<file path="config.mk">
export PLATFORM = sky130hd
export DESIGN_NAME = lidar_scan_point_segmenter_unit
export DESIGN_NICKNAME = d
export VERILOG_FILES = /design/src/lsps_pkg.sv /design/src/lidar_scan_point_segmenter_unit.sv
export SDC_FILE = /design/constraint.sdc
export NUM_CORES = 2
export LEC_CHECK = 0
export ABC_AREA = 1
export BUFFER_PORTS_ARGS = -buffer_cell sky130_fd_sc_hd__buf_4
export CORE_MARGIN = 4
export CORE_UTILIZATION = 55
export CTS_CLUSTER_SIZE = 16
export DETAILED_ROUTE_END_ITERATION = 6
export GPL_ROUTABILITY_DRIVEN = 1
export PLACE_DENSITY = 0.74
export SYNTH_ARGS = -nofsm -noshare
export SYNTH_HDL_FRONTEND = slang
export SYNTH_SLANG_ARGS = --single-unit
</file>
<file path="constraint.sdc">
create_clock -name clk -period 15.6 [get_ports clk]
set_input_delay 2.34 -clock clk [delete_from_list [all_inputs] [get_ports clk]]
set_output_delay 2.34 -clock clk [all_outputs]
set_load 0.01 [all_outputs]
</file>
<file path="src/lsps_pkg.sv">
// ----------------------------------------------------------------------------
// lsps_pkg - shared types and constants of the lidar scan point segmenter
// sizes, register indexes, sequencer states and the cordic arctangent table
// ----------------------------------------------------------------------------
package lsps_pkg;

  // scan and angle format
  localparam int SCAN_POINTS = 1024;
  localparam int ANGLE_BITS  = 16;
  localparam int IDX_W       = $clog2(SCAN_POINTS);
  localparam int PHASE_SH    = 32 - ANGLE_BITS;

  // field widths
  localparam int RANGE_W  = 16;
  localparam int REG16_W  = 16;
  localparam int COORD_W  = 24;
  localparam int SEG_W    = 10;
  localparam int KEPT_W   = 11;
  localparam int OUT_DATA_W = 64;

  // configuration port
  localparam int CFG_IDX_W  = 3;
  localparam int CFG_DATA_W = 24;

  // shared arithmetic
  localparam int MUL_W  = 18;
  localparam int PROD_W = 2 * MUL_W;
  localparam int CW     = 34;
  localparam int CORDIC_STEPS = 16;
  localparam int STEP_W = 4;
  localparam int DIST_W = 33;
  localparam logic signed [CW-1:0] CORDIC_X0 = 34'sd652032874;

  // register reset values
  localparam logic [REG16_W-1:0] ANGLE_STEP_RST  = 16'd182;
  localparam logic [REG16_W-1:0] SEGMENT_GAP_RST = 16'd179;

  typedef enum logic [CFG_IDX_W-1:0] {
    CFG_ANGLE_START = 3'd0,
    CFG_ANGLE_STEP  = 3'd1,
    CFG_POSE_X      = 3'd2,
    CFG_POSE_Y      = 3'd3,
    CFG_POSE_YAW    = 3'd4,
    CFG_SEGMENT_GAP = 3'd5
  } cfg_index_t;

  typedef enum logic [3:0] {
    ST_IDLE,
    ST_ANG_MUL,
    ST_ANG_SUM,
    ST_ROT,
    ST_ROUND,
    ST_MUL_X,
    ST_ADD_X,
    ST_ADD_Y,
    ST_DIFF,
    ST_SQ_X,
    ST_SQ_Y,
    ST_SQ_G,
    ST_DECIDE,
    ST_DONE
  } state_t;

  // atan(2^-k) in units of 2^32 per full turn
  function automatic logic signed [31:0] atan_entry(input logic [STEP_W-1:0] k);
    logic signed [31:0] v;
    unique case (k)
      4'd0:  v = 32'sd536870912;
      4'd1:  v = 32'sd316933406;
      4'd2:  v = 32'sd167458907;
      4'd3:  v = 32'sd85004756;
      4'd4:  v = 32'sd42667331;
      4'd5:  v = 32'sd21354465;
      4'd6:  v = 32'sd10680862;
      4'd7:  v = 32'sd5340245;
      4'd8:  v = 32'sd2670163;
      4'd9:  v = 32'sd1335087;
      4'd10: v = 32'sd667544;
      4'd11: v = 32'sd333772;
      4'd12: v = 32'sd166886;
      4'd13: v = 32'sd83443;
      4'd14: v = 32'sd41722;
      4'd15: v = 32'sd20861;
    endcase
    return v;
  endfunction

endpackage

</file>
<file path="src/lidar_scan_point_segmenter_unit.sv">
// ----------------------------------------------------------------------------
// lidar_scan_point_segmenter_unit - lidar range samples to segmented world points
// turns each range sample into a world point through an iterative cordic,
// drops invalid samples and splits the kept points into segments by gap
// ----------------------------------------------------------------------------
//
//  channel  dir  handshake          payload
//  -------  ---  -----------------  ----------------------------------------------
//  s_       in   s_tvalid/s_tready  tdata range_sample, tuser sample_invalid,
//                                   tlast last_sample
//  m_       out  m_tvalid/m_tready  tdata world_x..too_few_points,
//                                   tuser point_present, tlast scan_end
//  cfg_     in   cfg_we             cfg_index register, cfg_data value
//
//  sequence: a kept point runs the 16 rotations of the shared cordic shift-add
//  unit and the shared 18x18 multiplier (angle, two offsets, three squares);
//  the first kept point of a scan skips the squares and a dropped sample skips
//  both, so a new request is taken only once the current one is done
//  reset: synchronous rst clears the sequencer, scan state, output valid and
//  loads the register reset values
//  stalls: a held-off result sits in the output register while the next
//  request is taken; the sequencer waits in its last step only if a new
//  result is due and the output register is still full
//
module lidar_scan_point_segmenter_unit (
  input  logic                                 clk,
  input  logic                                 rst,
  // slave side
  input  logic                                 s_tvalid,
  output logic                                 s_tready,
  input  logic [lsps_pkg::RANGE_W-1:0]         s_tdata,   // [15:0] range_sample
  input  logic                                 s_tuser,   // [0] sample_invalid
  input  logic                                 s_tlast,   // last_sample
  // master side
  output logic                                 m_tvalid,
  input  logic                                 m_tready,
  // [23:0] world_x, [47:24] world_y, [57:48] segment_number,
  // [58] segment_start, [59] too_few_points, [63:60] zero
  output logic [lsps_pkg::OUT_DATA_W-1:0]      m_tdata,
  output logic                                 m_tuser,   // [0] point_present
  output logic                                 m_tlast,   // scan_end
  // configuration write port
  input  logic                                 cfg_we,
  input  logic [lsps_pkg::CFG_IDX_W-1:0]       cfg_index,
  input  logic [lsps_pkg::CFG_DATA_W-1:0]      cfg_data
);

  localparam logic [lsps_pkg::SEG_W-1:0]  SegMax  = {lsps_pkg::SEG_W{1'b1}};
  localparam logic [lsps_pkg::KEPT_W-1:0] KeptMax = {lsps_pkg::KEPT_W{1'b1}};
  localparam logic [lsps_pkg::IDX_W-1:0]  IdxLast =
    lsps_pkg::IDX_W'(lsps_pkg::SCAN_POINTS - 1);
  localparam logic [lsps_pkg::STEP_W-1:0] StepLast =
    lsps_pkg::STEP_W'(lsps_pkg::CORDIC_STEPS - 1);

  // saturate to signed 24 bits
  function automatic logic signed [lsps_pkg::COORD_W-1:0] sat_coord(
    input logic signed [lsps_pkg::COORD_W+1:0] v);
    logic signed [lsps_pkg::COORD_W-1:0] r;
    if (v > 26'sd8388607) begin
      r = 24'sh7fffff;
    end else if (v < -26'sd8388608) begin
      r = 24'sh800000;
    end else begin
      r = v[lsps_pkg::COORD_W-1:0];
    end
    return r;
  endfunction

  // saturate cordic result to q1.15
  function automatic logic signed [15:0] sat_q15(input logic signed [lsps_pkg::CW-1:0] v);
    logic signed [15:0] r;
    if (v > 34'sd32767) begin
      r = 16'sh7fff;
    end else if (v < -34'sd32768) begin
      r = 16'sh8000;
    end else begin
      r = v[15:0];
    end
    return r;
  endfunction

  // configuration registers
  logic [lsps_pkg::REG16_W-1:0]        angle_start;
  logic [lsps_pkg::REG16_W-1:0]        angle_step;
  logic signed [lsps_pkg::COORD_W-1:0] pose_x;
  logic signed [lsps_pkg::COORD_W-1:0] pose_y;
  logic [lsps_pkg::REG16_W-1:0]        pose_yaw;
  logic [lsps_pkg::REG16_W-1:0]        segment_gap;

  // sequencer and scan state
  lsps_pkg::state_t state, state_next;
  logic [lsps_pkg::IDX_W-1:0]          idx;
  logic signed [lsps_pkg::COORD_W-1:0] prev_x;
  logic signed [lsps_pkg::COORD_W-1:0] prev_y;
  logic                                have_prev;
  logic [lsps_pkg::SEG_W-1:0]          seg_count;
  logic [lsps_pkg::KEPT_W-1:0]         kept_count;

  // current request
  logic [lsps_pkg::RANGE_W-1:0] range_r;
  logic                         invalid_r;
  logic                         last_r;

  // shared multiplier
  logic signed [lsps_pkg::MUL_W-1:0]  mul_a;
  logic signed [lsps_pkg::MUL_W-1:0]  mul_b;
  logic signed [lsps_pkg::PROD_W-1:0] prod;

  // cordic datapath
  logic signed [lsps_pkg::CW-1:0] x_c;
  logic signed [lsps_pkg::CW-1:0] y_c;
  logic signed [31:0]             z_c;
  logic [1:0]                     quad;
  logic [lsps_pkg::STEP_W-1:0]    k;
  logic signed [16:0]             c_val;
  logic signed [16:0]             s_val;

  // world point and gap test
  logic signed [lsps_pkg::COORD_W-1:0] wx;
  logic signed [lsps_pkg::COORD_W-1:0] wy;
  logic signed [lsps_pkg::COORD_W:0]   dx;
  logic signed [lsps_pkg::COORD_W:0]   dy;
  logic                                far;
  logic [lsps_pkg::DIST_W-1:0]         dist_sum;
  logic                                split;

  // output register
  logic                                out_present;
  logic signed [lsps_pkg::COORD_W-1:0] out_x;
  logic signed [lsps_pkg::COORD_W-1:0] out_y;
  logic [lsps_pkg::SEG_W-1:0]          out_seg;
  logic                                out_start;
  logic                                out_end;
  logic                                out_few;

  // combinational helpers
  logic                          accept;
  logic                          done_fire;
  logic                          need_out;
  logic [lsps_pkg::ANGLE_BITS-1:0] angle;
  logic [31:0]                   phase;
  logic [31:0]                   phase_rnd;
  logic [31:0]                   rem;
  logic signed [lsps_pkg::CW-1:0] xs;
  logic signed [lsps_pkg::CW-1:0] ys;
  logic signed [31:0]            at_k;
  logic signed [15:0]            cq;
  logic signed [15:0]            sq;
  logic signed [16:0]            c_map;
  logic signed [16:0]            s_map;
  logic signed [lsps_pkg::PROD_W-1:0]  off_w;
  logic signed [lsps_pkg::COORD_W+1:0] coord_sum;
  logic signed [lsps_pkg::COORD_W-1:0] coord_sat;
  logic signed [lsps_pkg::COORD_W:0]   dx_now;
  logic signed [lsps_pkg::COORD_W:0]   dy_now;
  logic [lsps_pkg::COORD_W:0]          dx_abs;
  logic [lsps_pkg::COORD_W:0]          dy_abs;
  logic [lsps_pkg::KEPT_W-1:0]         kept_after;
  logic [lsps_pkg::SEG_W-1:0]          seg_after;
  logic                                start_now;
  logic [lsps_pkg::IDX_W-1:0]          idx_next;

  // ---------------------------------------------------------------------------
  // configuration writes, indexes past the list are ignored
  // ---------------------------------------------------------------------------
  always_ff @(posedge clk) begin
    if (rst) begin
      angle_start <= '0;
      angle_step  <= lsps_pkg::ANGLE_STEP_RST;
      pose_x      <= '0;
      pose_y      <= '0;
      pose_yaw    <= '0;
      segment_gap <= lsps_pkg::SEGMENT_GAP_RST;
    end else if (cfg_we) begin
      unique case (cfg_index)
        lsps_pkg::CFG_ANGLE_START: angle_start <= cfg_data[lsps_pkg::REG16_W-1:0];
        lsps_pkg::CFG_ANGLE_STEP:  angle_step  <= cfg_data[lsps_pkg::REG16_W-1:0];
        lsps_pkg::CFG_POSE_X:      pose_x      <= cfg_data;
        lsps_pkg::CFG_POSE_Y:      pose_y      <= cfg_data;
        lsps_pkg::CFG_POSE_YAW:    pose_yaw    <= cfg_data[lsps_pkg::REG16_W-1:0];
        lsps_pkg::CFG_SEGMENT_GAP: segment_gap <= cfg_data[lsps_pkg::REG16_W-1:0];
        default: ;
      endcase
    end
  end

  // ---------------------------------------------------------------------------
  // sequencer next state
  // ---------------------------------------------------------------------------
  always_comb begin
    state_next = state;
    unique case (state)
      lsps_pkg::ST_IDLE: begin
        if (s_tvalid) begin
          state_next = s_tuser ? lsps_pkg::ST_DONE : lsps_pkg::ST_ANG_MUL;
        end
      end
      lsps_pkg::ST_ANG_MUL: state_next = lsps_pkg::ST_ANG_SUM;
      lsps_pkg::ST_ANG_SUM: state_next = lsps_pkg::ST_ROT;
      lsps_pkg::ST_ROT: begin
        if (k == StepLast) begin
          state_next = lsps_pkg::ST_ROUND;
        end
      end
      lsps_pkg::ST_ROUND:  state_next = lsps_pkg::ST_MUL_X;
      lsps_pkg::ST_MUL_X:  state_next = lsps_pkg::ST_ADD_X;
      lsps_pkg::ST_ADD_X:  state_next = lsps_pkg::ST_ADD_Y;
      lsps_pkg::ST_ADD_Y:  state_next = have_prev ? lsps_pkg::ST_DIFF : lsps_pkg::ST_DONE;
      lsps_pkg::ST_DIFF:   state_next = lsps_pkg::ST_SQ_X;
      lsps_pkg::ST_SQ_X:   state_next = lsps_pkg::ST_SQ_Y;
      lsps_pkg::ST_SQ_Y:   state_next = lsps_pkg::ST_SQ_G;
      lsps_pkg::ST_SQ_G:   state_next = lsps_pkg::ST_DECIDE;
      lsps_pkg::ST_DECIDE: state_next = lsps_pkg::ST_DONE;
      lsps_pkg::ST_DONE: begin
        if (!need_out || !m_tvalid || m_tready) begin
          state_next = lsps_pkg::ST_IDLE;
        end
      end
      default: state_next = lsps_pkg::ST_IDLE;
    endcase
  end

  // ---------------------------------------------------------------------------
  // sequencer outputs: handshake and multiplier operand select
  // ---------------------------------------------------------------------------
  always_comb begin
    s_tready  = (state == lsps_pkg::ST_IDLE);
    need_out  = !invalid_r || last_r;
    done_fire = (state == lsps_pkg::ST_DONE) && (!need_out || !m_tvalid || m_tready);
    mul_a     = '0;
    mul_b     = '0;
    unique case (state)
      lsps_pkg::ST_ANG_MUL: begin
        mul_a = $signed({{(lsps_pkg::MUL_W - lsps_pkg::IDX_W){1'b0}}, idx});
        mul_b = $signed({2'b00, angle_step});
      end
      lsps_pkg::ST_MUL_X: begin
        mul_a = $signed({2'b00, range_r});
        mul_b = $signed({c_val[16], c_val});
      end
      lsps_pkg::ST_ADD_X: begin
        mul_a = $signed({2'b00, range_r});
        mul_b = $signed({s_val[16], s_val});
      end
      // squares only matter when both deltas are below the gap, so 18 bits hold them
      lsps_pkg::ST_SQ_X: begin
        mul_a = dx[lsps_pkg::MUL_W-1:0];
        mul_b = dx[lsps_pkg::MUL_W-1:0];
      end
      lsps_pkg::ST_SQ_Y: begin
        mul_a = dy[lsps_pkg::MUL_W-1:0];
        mul_b = dy[lsps_pkg::MUL_W-1:0];
      end
      lsps_pkg::ST_SQ_G: begin
        mul_a = $signed({2'b00, segment_gap});
        mul_b = $signed({2'b00, segment_gap});
      end
      default: ;
    endcase
  end

  assign accept = s_tvalid && s_tready;

  // ---------------------------------------------------------------------------
  // datapath combinational pieces
  // ---------------------------------------------------------------------------
  always_comb begin
    // beam angle wraps at a full turn
    angle = lsps_pkg::ANGLE_BITS'(prod[lsps_pkg::ANGLE_BITS-1:0]
            + lsps_pkg::ANGLE_BITS'(angle_start) + lsps_pkg::ANGLE_BITS'(pose_yaw));
    phase     = 32'(angle) << lsps_pkg::PHASE_SH;
    // nearest quarter turn and the remainder around it
    phase_rnd = phase + 32'h2000_0000;
    rem       = phase - {phase_rnd[31:30], 30'd0};

    // one cordic rotation
    xs   = x_c >>> k;
    ys   = y_c >>> k;
    at_k = lsps_pkg::atan_entry(k);

    // round to q1.15 and fold back into the quadrant
    cq = sat_q15((x_c + 34'sd16384) >>> 15);
    sq = sat_q15((y_c + 34'sd16384) >>> 15);
    unique case (quad)
      2'd0: begin c_map = {cq[15], cq};   s_map = {sq[15], sq};   end
      2'd1: begin c_map = -{sq[15], sq};  s_map = {cq[15], cq};   end
      2'd2: begin c_map = -{cq[15], cq};  s_map = -{sq[15], sq};  end
      default: begin c_map = {sq[15], sq}; s_map = -{cq[15], cq}; end
    endcase

    // pose plus rounded offset, shared by x and y steps
    off_w     = (prod + 36'sd16384) >>> 15;
    coord_sum = (state == lsps_pkg::ST_ADD_X) ?
                {{2{pose_x[lsps_pkg::COORD_W-1]}}, pose_x} + off_w[lsps_pkg::COORD_W+1:0] :
                {{2{pose_y[lsps_pkg::COORD_W-1]}}, pose_y} + off_w[lsps_pkg::COORD_W+1:0];
    coord_sat = sat_coord(coord_sum);

    // deltas to the previous point; far means the gap is met without squaring
    dx_now = {wx[lsps_pkg::COORD_W-1], wx} - {prev_x[lsps_pkg::COORD_W-1], prev_x};
    dy_now = {wy[lsps_pkg::COORD_W-1], wy} - {prev_y[lsps_pkg::COORD_W-1], prev_y};
    dx_abs = dx_now[lsps_pkg::COORD_W] ? -dx_now : dx_now;
    dy_abs = dy_now[lsps_pkg::COORD_W] ? -dy_now : dy_now;

    // scan state after this request
    kept_after = (invalid_r || kept_count == KeptMax) ? kept_count : kept_count + 1'b1;
    seg_after  = (!invalid_r && have_prev && split && seg_count != SegMax) ?
                 seg_count + 1'b1 : seg_count;
    start_now  = !invalid_r && (!have_prev || split);
    idx_next   = (idx == IdxLast) ? '0 : idx + 1'b1;
  end

  // ---------------------------------------------------------------------------
  // control registers
  // ---------------------------------------------------------------------------
  always_ff @(posedge clk) begin
    if (rst) begin
      state      <= lsps_pkg::ST_IDLE;
      idx        <= '0;
      prev_x     <= '0;
      prev_y     <= '0;
      have_prev  <= 1'b0;
      seg_count  <= '0;
      kept_count <= '0;
      m_tvalid   <= 1'b0;
    end else begin
      state <= state_next;
      if (done_fire && need_out) begin
        m_tvalid <= 1'b1;
      end else if (m_tready) begin
        m_tvalid <= 1'b0;
      end
      if (done_fire) begin
        if (last_r) begin
          // scan end returns all scan state to reset
          idx        <= '0;
          prev_x     <= '0;
          prev_y     <= '0;
          have_prev  <= 1'b0;
          seg_count  <= '0;
          kept_count <= '0;
        end else begin
          idx <= idx_next;
          if (!invalid_r) begin
            prev_x     <= wx;
            prev_y     <= wy;
            have_prev  <= 1'b1;
            seg_count  <= seg_after;
            kept_count <= kept_after;
          end
        end
      end
    end
  end

  // ---------------------------------------------------------------------------
  // payload registers
  // ---------------------------------------------------------------------------
  always_ff @(posedge clk) begin
    prod <= mul_a * mul_b;

    if (accept) begin
      range_r   <= s_tdata;
      invalid_r <= s_tuser;
      last_r    <= s_tlast;
    end

    unique case (state)
      lsps_pkg::ST_ANG_SUM: begin
        x_c  <= lsps_pkg::CORDIC_X0;
        y_c  <= '0;
        z_c  <= $signed(rem);
        quad <= phase_rnd[31:30];
        k    <= '0;
      end
      lsps_pkg::ST_ROT: begin
        if (z_c[31]) begin
          x_c <= x_c + ys;
          y_c <= y_c - xs;
          z_c <= z_c + at_k;
        end else begin
          x_c <= x_c - ys;
          y_c <= y_c + xs;
          z_c <= z_c - at_k;
        end
        k <= k + 1'b1;
      end
      lsps_pkg::ST_ROUND: begin
        c_val <= c_map;
        s_val <= s_map;
      end
      lsps_pkg::ST_ADD_X: wx <= coord_sat;
      lsps_pkg::ST_ADD_Y: wy <= coord_sat;
      lsps_pkg::ST_DIFF: begin
        dx  <= dx_now;
        dy  <= dy_now;
        far <= (dx_abs >= (lsps_pkg::COORD_W+1)'(segment_gap)) ||
               (dy_abs >= (lsps_pkg::COORD_W+1)'(segment_gap));
      end
      lsps_pkg::ST_SQ_Y: dist_sum <= prod[lsps_pkg::DIST_W-1:0];
      lsps_pkg::ST_SQ_G: dist_sum <= dist_sum + prod[lsps_pkg::DIST_W-1:0];
      lsps_pkg::ST_DECIDE: split <= far || (dist_sum >= prod[lsps_pkg::DIST_W-1:0]);
      default: ;
    endcase

    if (done_fire && need_out) begin
      out_present <= !invalid_r;
      out_x       <= invalid_r ? '0 : wx;
      out_y       <= invalid_r ? '0 : wy;
      out_seg     <= invalid_r ? '0 : seg_after;
      out_start   <= start_now;
      out_end     <= last_r;
      out_few     <= last_r && (kept_after < lsps_pkg::KEPT_W'(2));
    end
  end

  assign m_tdata = {4'd0, out_few, out_start, out_seg, out_y, out_x};
  assign m_tuser = out_present;
  assign m_tlast = out_end;

endmodule
</file>
---- Yosys cells after proc, flatten, opt, wreduce, memory -nomap -nowiden ----
Memory sizes are Yosys's and may differ from the RTL's. A register that Yosys moved wholly into a read port is not among the register bits.
Cells that the tools add are included.
storage, ports and cells
  word-level logic and storage cells ...... 185
  memory bits (read-only) ................. 480
  output and inout port bits .............. 68
  flip-flop bits (word level) ............. 572
  input bits .............................. 50
  memories ................................ 1
cells by class
  $mul .................................... 1
  equality and inequality tests ........... 28
  shift operators ......................... 2
  reductions and logical operators ........ 34
  order comparisons ....................... 10
  add/sub/neg operators ................... 26
  multiplexer cells ....................... 44
memory list
  memory           depth  width  rd ports  clocked after memory_dff  write ports  RTL line        text
  (no name shown)  16     30     1         1                         0            lsps_pkg.sv:67  unique case (k)
operators with widths
  cell                      number
  $mux W24                  6
  $pmux W34 S2              2
  $pmux W18 S6              1
  $pmux W17 S3              2
  $pmux W18 S5              1
  $add A34 B16 Y34 const B  2
  $add A34 B34 Y34          2
  $mux W34                  2
  $sshr A34 B4 Y34          2
  $sub A34 B34 Y34          2
  $pmux W33 S2              1
  $mux W16                  4
  $pmux W32 S2              1
  $sub A32 B32 Y32          2
  $pmux W4 S14              1
  $add A24 B21 Y25          2
  $ge A25 B16 Y1            2
  $mux W10                  5
  $mux W25                  2
  $neg A25 Y25              2
  $sub A24 B24 Y25          2
  $gt A19 B16 Y1 const B    2
  $lt A19 B16 Y1 const B    2
  $add A36 B16 Y36 const B  1
  44 further kinds          94

---- Longest topological paths before layout ----
  word-level depth ........................ 8
  gate-level depth with buffers ........... 36
  gate-level depth less buffers ........... 34

---- Worst setup path after synthesis ----
Ideal clock, no wire load.
  kind .................................... flip-flop to flip-flop
  from .................................... register state[1]
  to ...................................... register prod[32] (netlist bit)
  stages on the path, launching flop included .. 32
  buffers on the path ..................... 3
  data arrival time ....................... 6,997 ps
  setup slack ............................. 8,531 ps
  setup time .............................. 72 ps
  cell sequence ........................... dfxtp_1 -> nand2_1 -> nor2_2 -> inv_1 -> buf_2 -> buf_2 -> o22ai_1 -> a21oi_1 -> nand4_1 -> clkbuf_1 -> nand2_1 -> fa_1 -> fa_1 -> inv_1 -> ha_1 -> inv_1 -> fa_1 -> inv_1 -> fa_1 -> inv_1 -> fa_1 -> inv_1 -> ha_1 -> nand2_1 -> nor4_1 -> nand3_1 -> nand3_1 -> nand3_1 -> nand2_1 -> nand3_1 -> nand2_1 -> xor2_1
between the ends
  cells in the longest elaborated chain, start to end .. 4
  elaborated cells between the ends (all ways) .. 10
RTL lines
  what                        RTL line                                text
  from (decl)                 lidar_scan_point_segmenter_unit.sv:91   lsps_pkg::state_t state, state_next;
  from (signal assigned)      lidar_scan_point_segmenter_unit.sv:317  state <= lsps_pkg::ST_IDLE;
  from (signal assigned)      lidar_scan_point_segmenter_unit.sv:326  state <= state_next;
  $eq A4 B3 Y1                lidar_scan_point_segmenter_unit.sv:232  unique case (state)
  $reduce_or A2 Y1 (no line)  n/a
  $pmux W18 S5                lidar_scan_point_segmenter_unit.sv:232
  $mul A18 B18 Y36 (*)        lidar_scan_point_segmenter_unit.sv:359  prod <= mul_a * mul_b;
  to (signal assigned)        lidar_scan_point_segmenter_unit.sv:359
  to (decl)                   lidar_scan_point_segmenter_unit.sv:107  logic signed [lsps_pkg::PROD_W-1:0] prod;
Every way passes the cells marked *; elsewhere a longest branch is shown, timed or not.
A chain may end at the register's enable or synchronous reset.

---- Worst setup path in the final report ----
  from .................................... register state[2]
  to ...................................... register prod[32] (netlist bit)
The elaborated chain is that of the path after synthesis.

==> reports/qor.txt <==
Initial Utilization: 0.557
DIE AREA: 111000 um^2
Cells after Synth: 7924
Final Non-Filler Cells: 9384
Synth top area share: 0.176
Post-synth EDFFs: 339
Final setup viols: 0
Synth Flop Type: edfxtp_1
CTS Sinks: 602
crit-path most repeated cell: fa_1
Post-Route Setup TNS: 0 ns
top cells by area, synth: edfxtp_1 (18%), fa_1 (12%), nand2_1 (11%), dfxtp_1 (9.1%), inv_1 (8.6%)
Vias: 53100
vias per inst: 5.66
H-tree Lvls: 3
unrepaired setup endpoints after global routing: false
status: finished, final reports clean
DPL Wire Length: 147 mm
Crit. End Element: flop
most frequent cells after synthesis: nand2_1 (1737), inv_1 (1332), nor2_1 (813)
Design Area, Final: 62600 um^2
Pwr per Cell Area: 165 nW/um^2
Worst Tran Pin Value: 1.15 ns
total global routing overflow: 0
vias in the first global route: 49700
Setup CP Type: reg2reg
Critical path buffers and inverters: 7
initial antenna violation count: 5
clock skew: 0.0345 ns
DRC: 0
Synth cell types: 78
Synth-to-Final Area Change: 7.97%
leakage: 29.3 nW
area of the core: 104000 um^2
max-cap viol count: 0
Util after Layout: 0.602
Ports: 118
mapped cell area: 58000 um^2
layout cells sized above 1: 0.0589
period utilization: 0.595
Post-Place Cell Area: 60000 um^2
post-CTS setup buffers: 0
# port buffers: 113
first-pass GRT wire length: 285 mm
CP max stage cell: fa_1
Seq/Total Area, Yosys: 0.266
Max VDD drop: 225 uV
crit start category: flop
Hold Crit Class: reg2reg
number of synthesized register bits: 602
delay-heaviest family, CP: adder cells
CTS tree: built
WL per Instance: 19.8 um
CTS Buffer Depth: 3
Syn Area/Cell: 7.32 um^2
fmax: 108 MHz
1st-pass router iterations: 7
Rows: 118
Final GP Congestion: 1.02
CTS root buffer: clkbuf_16
CP max FO: 41
# fillers: 9692
worst relative slew slack: 0.225
Ys Warns: 0
worst-skew pair later-pin latency: 0.68 ns
CTS Buf Count: 73
cell taking the most area after synthesis: edfxtp_1
post_cts resized: 0
WP data arrival: 9.87 ns
Final Power: 10.4 mW
final hold violations: 0
slowest stage delay, CP: 0.96 ns
DRT antenna net count: 0
Tot GR Track Use: 0.327
most numerous cell in the Yosys netlist: nand2_1
Final nets: 8741
Final Critical Period: 9.29 ns
die height: 333 um
pin count of the biggest net entering global routing: 99
CP Data Required Time: 16.19 ns
post-cts hold buffer count: 0
DR iter-0 viols: 4654
Post-synth ARST share: 0
Inst Count DP: 9247
Die Wd: 333 um
Post-Route WL: 185 mm
clock-pin slew on the worst setup and hold paths: 0.06 ns
Max Slew Vio Count: 0
-- cell usage in the layout (no fill, tap or decap), types with 14 or more instances in the layout --
master     instances
mux2i_1           43
ha_1             397
o21ai_2           15
inv_1           1328
or2_2             21
o21a_1            30
nand3b_1          16
clkinv_1          18
edfxtp_1         339
nor2_1           804
inv_2             29
clkbuf_16         75
a21o_1            14
xnor2_1           81
o22ai_1           24
nor3_1            87
nor2_2            19
nand2_1         1736
o21ai_0          482
nor4_1            24
nand4_1           99
xor2_1           207
a21oi_1          547
fa_1             352
nand2_2           17
o21ai_1          142
nand3_1          309
a31oi_1           27
o211ai_1          36
dfxtp_1          263
nor2_4            16
buf_4            171
-- tightest hold or removal path, cell delays in order (launching register included) --
cell and delay (ns):
dfxtp_1 0.30, inv_1 0.05, a21oi_1 0.05
-- area by class of cell --
class	count	area [um^2]	share of cell area
Clock inverter	42	518	0.00827
Tap cell	1380	1730	0.0276
Sequential cell	602	15400	0.247
Clock buffer	94	2070	0.0330
Antenna cell	1	2.50	0.0000400
Multi-Input combinational cell	5722	36400	0.582
Timing Repair Buffer	171	1280	0.0205
Inverter	1372	5150	0.0823
-- report_power, final --
part | total (mW) | switching (mW) | internal, mW
Combinational | 6.22 | 4.32 | 1.90
Sequential | 2.30 | 0.259 | 2.04
Clock | 1.84 | 0.779 | 1.06
-- cells by family (layout without fill, tap and decap cells) --
kind of cell | count (synthesis) | in the layout | share of synthesized area
adder cells (fa/ha/maj) | 749 | 749 | 0.207
buffers and inverters | 1603 | 1679 | 0.107
AO/OA/AOI/OAI | 1421 | 1421 | 0.134
multiplexers | 53 | 53 | 0.0101
XOR/XNOR | 289 | 289 | 0.0438
flip-flops | 602 | 602 | 0.266
other | 1 | 5 | 0.0000647
AND/OR/NAND/NOR | 3206 | 3206 | 0.231
-- final timing paths --
| path | from | endpoint | slack, ns | cells after the start |
|---|---|---|---|---|
| setup / recovery | state[2] | prod[32] | 6.31 | 29 |
| setup reg to reg | state[2] | prod[32] | 6.31 | 29 |
| hold reg to reg | pose_y[22] | pose_y[22] | 0.45 | 2 |
| hold / removal | pose_y[22] | pose_y[22] | 0.45 | 2 |
-- sequential cells by signal (all words and copies together) (netlist names), 30 cells and up --
name      flops
x_c          34
dist_sum     33
z_c          32
prod         36
y_c          34
at_k         30
-- metrics by stage --
stage               worst slack (ns)  hold slack, ns
finish                          6.31           0.449
floorplan                       8.53           0.425
detailed placement              6.43           0.442
global placement                6.52           0.434
CTS                             6.40           0.450
global route                    5.77           0.466
-- per-layer routing --
metal	part of all wire	wire, um	vias up	track usage
met2	0.44	81500	2275	0.511
met1	0.42	78600	24900	0.451
met5	0.00015	27	-	0
met3	0.083	15400	419	0.0489
li1	-	-	25500	-
met4	0.053	9890	4	0.147
(Power assumes the default switching activity.)
